<file path="src/rtl/ffdl_pkg.sv">
// ffdl_pkg: shared widths, constants, codes and helpers of the fractional delay line
// used by the rtl files of the block other than ffdl_ram; no dependencies

package ffdl_pkg;

    // line store geometry (depth is a power of two, pointers wrap naturally)
    localparam int LINE_DEPTH = 131072;
    localparam int LINE_AW    = $clog2(LINE_DEPTH);

    // sample and delay formats
    localparam int SAMPLE_W = 24;
    localparam int FRAC_W   = 8;
    localparam int POS_W    = LINE_AW + FRAC_W;
    localparam int DLY_W    = 25;
    localparam int OFS_W    = 26;
    localparam int DSUM_W   = OFS_W + 1;
    localparam int GAIN_W   = 15;
    localparam int READ_LAG = 3;

    // configuration port
    localparam int CFG_IDX_W  = 3;
    localparam int CFG_DATA_W = 25;

    localparam logic [CFG_IDX_W-1:0] CFG_BASE_DELAY    = 3'd0;
    localparam logic [CFG_IDX_W-1:0] CFG_MIN_DELAY     = 3'd1;
    localparam logic [CFG_IDX_W-1:0] CFG_MOD_ENABLE    = 3'd2;
    localparam logic [CFG_IDX_W-1:0] CFG_WET_GAIN      = 3'd3;
    localparam logic [CFG_IDX_W-1:0] CFG_FEEDBACK_GAIN = 3'd4;
    localparam logic [CFG_IDX_W-1:0] CFG_BLEND_GAIN    = 3'd5;

    localparam logic [DLY_W-1:0]  RST_BASE_DELAY = 25'd11289600;
    localparam logic [DLY_W-1:0]  RST_MIN_DELAY  = 25'd11289;
    localparam logic [GAIN_W-1:0] RST_WET_GAIN   = 15'd16384;

    // interpolation and gain arithmetic
    localparam int A_W      = SAMPLE_W + 2;   // n - 2c + p
    localparam int B_W      = SAMPLE_W + 1;   // n - p
    localparam int MA_W     = 36;             // multiplier operand a
    localparam int MB_W     = 16;             // multiplier operand b
    localparam int ACC_W    = 44;             // products and sums
    localparam int GAIN_SH  = 14;
    localparam int INTERP_SH = 2 * FRAC_W + 1;
    localparam int D_W      = ACC_W - INTERP_SH;

    localparam logic signed [ACC_W-1:0] ROUND_GAIN   = ACC_W'(1) <<< (GAIN_SH - 1);
    localparam logic signed [ACC_W-1:0] ROUND_INTERP = ACC_W'(1) <<< (INTERP_SH - 1);

    // sequencer states
    typedef enum logic [4:0] {
        S_CLEAR,
        S_IDLE,
        S_DLY,
        S_POS,
        S_RDP,
        S_RDC,
        S_RDN,
        S_CAPN,
        S_MAF,
        S_ADD,
        S_MXF,
        S_D,
        S_MFB,
        S_XH,
        S_MBL,
        S_OUT,
        S_DONE
    } t_state;

    // clamp a wide signed value to the sample range
    function automatic logic signed [SAMPLE_W-1:0] sat_sample(input logic signed [ACC_W-1:0] v);
        logic signed [ACC_W-1:0] hi;
        logic signed [ACC_W-1:0] lo;
        hi = (ACC_W'(1) <<< (SAMPLE_W - 1)) - ACC_W'(1);
        lo = -(ACC_W'(1) <<< (SAMPLE_W - 1));
        if (v > hi) begin
            sat_sample = hi[SAMPLE_W-1:0];
        end else if (v < lo) begin
            sat_sample = lo[SAMPLE_W-1:0];
        end else begin
            sat_sample = v[SAMPLE_W-1:0];
        end
    endfunction

endpackage

</file>
<file path="src/rtl/ffdl_mul.sv">
// ffdl_mul: shared signed multiplier with registered product
// depends on ffdl_pkg for operand and product widths

module ffdl_mul (
    input  logic                              i_clk,
    input  logic signed [ffdl_pkg::MA_W-1:0]  i_a,
    input  logic signed [ffdl_pkg::MB_W-1:0]  i_b,
    output logic signed [ffdl_pkg::ACC_W-1:0] o_p
);
    import ffdl_pkg::*;

    logic signed [MA_W+MB_W-1:0] w_full;
    logic signed [ACC_W-1:0]     r_p;

    // full product, kept to the accumulator width
    assign w_full = i_a * i_b;

    always_ff @(posedge i_clk) begin
        r_p <= w_full[ACC_W-1:0];
    end

    assign o_p = r_p;
endmodule

</file>
<file path="config.mk">
export PLATFORM = sky130hd
export DESIGN_NAME = ffdl_mul
export DESIGN_NICKNAME = d
export VERILOG_FILES = /design/src/rtl/ffdl_pkg.sv /design/src/rtl/ffdl_mul.sv
export SDC_FILE = /design/constraint.sdc
export NUM_CORES = 1
export LEC_CHECK = 0
export ABC_AREA = 1
export BUFFER_PORTS_ARGS = -buffer_cell sky130_fd_sc_hd__clkbuf_2
export CAP_MARGIN = 20
export CORE_ASPECT_RATIO = 0.75
export CORE_UTILIZATION = 30
export DETAILED_ROUTE_END_ITERATION = 10
export SYNTH_ARGS = -nofsm -noshare
export SYNTH_HDL_FRONTEND = slang
export SYNTH_SLANG_ARGS = --single-unit
export TNS_END_PERCENT = 20
</file>
<file path="constraint.sdc">
create_clock -name i_clk -period 6.8 [get_ports i_clk]
set_input_delay 0.68 -clock i_clk [delete_from_list [all_inputs] [get_ports i_clk]]
set_output_delay 0.68 -clock i_clk [all_outputs]
set_load 0.01 [all_outputs]
</file>
==> qor.csv <==
stage,metric,value,unit
status,outcome,"complete, no violations",
global_route,initial antenna violation count,1,
placed_design,GP Congestion,0.9519,
clock_network,Resize count post-CTS,0,
timing,final hold violation count,0,
global_route,vias in the first global route,16484,
placed_design,DP HPWL,46.26,mm
timing,Tmin final,6289,ps
worst_setup_path,Critical Path Most Common Cell,fa_1,
global_route,GRT overflow,0,
floorplanning,Core Rows,81,
drt,WL/cell,15.29,um
worst_setup_path,CP max FO,25,
floorplanning,Boundary Pins,97,
synthesis,leading area contributor after synthesis,fa_1,
synthesis,synthesized flop and latch total,44,
final_layout,Layout area overhead,8.759,%
worst_setup_path,CP startpoint kind,primary input,
synthesis,register area share after synthesis,4.449,%
synthesis,ranking of synthesized cells by area,"fa_1 47%, inv_1 16%, nand2_1 13%, ha_1 7.1%, dfxtp_1 4.4%",
synthesis,Post-Syn Area,19800,um2
worst_setup_path,"Critical Path, Cell by Cell","clkbuf_2, nand2_1, fa_1, inv_1, fa_1, inv_1, fa_1, inv_1, fa_1, fa_1, inv_1, fa_1, inv_1, ha_1, nand2_1, o21ai_0, a21boi_0, nor2_1, nor2_1, o21ai_1, xor2_1",
final_layout,layout cells sized above 1,6.862,%
worst_setup_path,Crit path largest cell delay,580,ps
final_layout,Ant. Diodes,0,
clock_network,CTS Buf Count,5,
flow_run,max cap viols,0,
placed_design,Placed Instance Area,21360,um2
final_layout,register area,880.8,um2
worst_setup_path,CP max stage cell,fa_1,
final_layout,area of the multi-input gates,15200,um2
floorplanning,starting density of the core,30.33,%
drt,remaining antenna violation count,0,
timing,worst slew pin tran,925.2,ps
global_route,largest net degree at the start of global routing,37,
clock_network,"Hold-fix buffers, CTS",0,
timing,Slew headroom,38.32,%
floorplanning,Die Y,224.5,um
timing,Pins Over Slew Limit,0,
clock_network,clock root buffer,clkbuf_16,
worst_setup_path,CP Data Required Time,7010,ps
global_route,Tot GR Track Use,17.16,%
global_route,first-pass GRT wire length,90.94,mm
worst_setup_path,Crit. End Element,flip-flop,
clock_network,CTS tree,done,
final_layout,Layout Cell Area excl Fill,21530,um2
min_path,worst hold path type,in -> reg,
drt,first drt pass iteration count,5,
synthesis,Post-synth EDFFs,0,
placed_design,number of port buffers,96,
worst_setup_path,WP data arrival,6490,ps
worst_setup_path,Setup CP Type,in -> reg,
timing,Final setup viols,0,
drt,via count,15524,
drt,DRC viols,0,
synthesis,post-synth top area share,47.22,%
drt,Initial DRC Count,898,
synthesis,Yosys cell types,40,
final_layout,max FFs per register,44,
timing,Hold WS,836.8,ps
timing,setup TNS,0,ps
timing,RSZ-0062 raised after global routing,false,
worst_setup_path,critical path's top delay family,adder cells,
drt,Post-Route WL,54.08,mm
floorplanning,Core ar.,65270,um2
final_layout,final-stage net count,3299,
synthesis,syn_nets,3267,
synthesis,Cells after Synth,2634,
clock_network,H-tree depth,2,
timing,fin crit share,92.48,%
clock_network,CTS Sinks,44,
clock_network,Clock Path Buffers,2,
synthesis,Ys Warns,0,
synthesis,ys async rst share,0,%
synthesis,Syn Area/Cell,7.516,um2
timing,highest clock rate,0.1590,GHz
clock_network,# Post-CTS Setup Buffers,0,
floorplanning,DIE WIDTH,298.6,um
floorplanning,DIE AREA,67040,um2
drt,Vias/cell,4.388,
worst_setup_path,WP buf/inv,6,
final_layout,Fill cells,7051,
clock_network,clock-pin slew on the worst setup and hold paths,80,ps
synthesis,top_reg_cell synth,dfxtp_1,
## tightest hold or removal path, stage by stage
cell	delay (ps)
clkbuf_2	90
buf_4	210
nand2_1	80
inv_1	30
## metal layers
layer	GRT usage (%)	wire length, um
met5	0	13
met4	2.200	651
met3	3.255	4027
met2	27.33	24020
met1	24.71	25360
## cells by family after synthesis
group	Yosys count	share of synthesized area, %
adder cells (fa/ha/maj)	580	54.36
AND/OR/NAND/NOR	879	17.67
AO/OA/AOI/OAI	109	3.211
XOR/XNOR	35	1.548
buffers and inverters	987	18.76
flip-flops	44	4.449
## cell usage after synthesis (2+ instances only)
cell,number
xor2_1,22
nor3_2,2
nor2_1,96
clkbuf_1,105
nor3_1,4
dfxtp_1,44
nand3b_1,2
o21ai_1,5
nand2_2,3
o21ai_2,3
fa_1,467
a21oi_1,49
o21ai_0,26
nor4_2,3
nor2_4,2
buf_2,6
nand3_1,45
a31oi_1,6
nand2_1,698
ha_1,113
and3_1,2
o21a_1,4
nand4_1,8
inv_1,867
a21o_1,7
buf_1,7
nor2_2,4
or2_2,7
o21bai_1,4
xnor2_1,13
## area by class of cell
type	count	share of cell area, %
clock inverters	3	0.2150
well taps	871	5.061
multi-input cells	1603	70.61
clock buffers	5	0.5811
inverters	868	15.13
flip-flops and latches	44	4.091
repair buffers	144	4.312
## cells in the final DEF, fill, tap and decap left out, types with 6 or more instances in the layout
master	Yosys	layout
dfxtp_1	44	44
buf_12	0	7
a21o_1	7	7
ha_1	113	113
a31oi_1	6	6
or2_2	7	7
nand2_1	698	698
xnor2_1	13	13
buf_4	0	41
xor2_1	22	22
inv_1	867	867
nand4_1	8	8
a21oi_1	49	49
nor2_1	96	96
fa_1	467	467
o21ai_0	26	26
clkbuf_2	1	96
nand3_1	45	45
## metrics by stage
step | utilization, % | worst slack (ps) | instances
6_report | 32.99 | 511.4 | 3538
4_1_cts | 32.99 | 613.2 | 3538
3_3_place_gp | 32.73 | 288.7 | 3530
2_1_floorplan | - | 1024 | 2634
5_1_grt | 32.99 | 111.1 | 3538
3_5_place_dp | 32.73 | 325.1 | 3530
## worst paths after layout
path / from / to / slack (ps) / depth (start not counted)
worst max-delay path: i_b[7] / o_p[28]$_DFF_P_ / 510 / 21
worst min-delay path: i_a[0] / o_p[0]$_DFF_P_ / 840 / 4
Power is not shown: default switching activity piles up to over one toggle a cycle in this logic, so the estimate is an artifact.
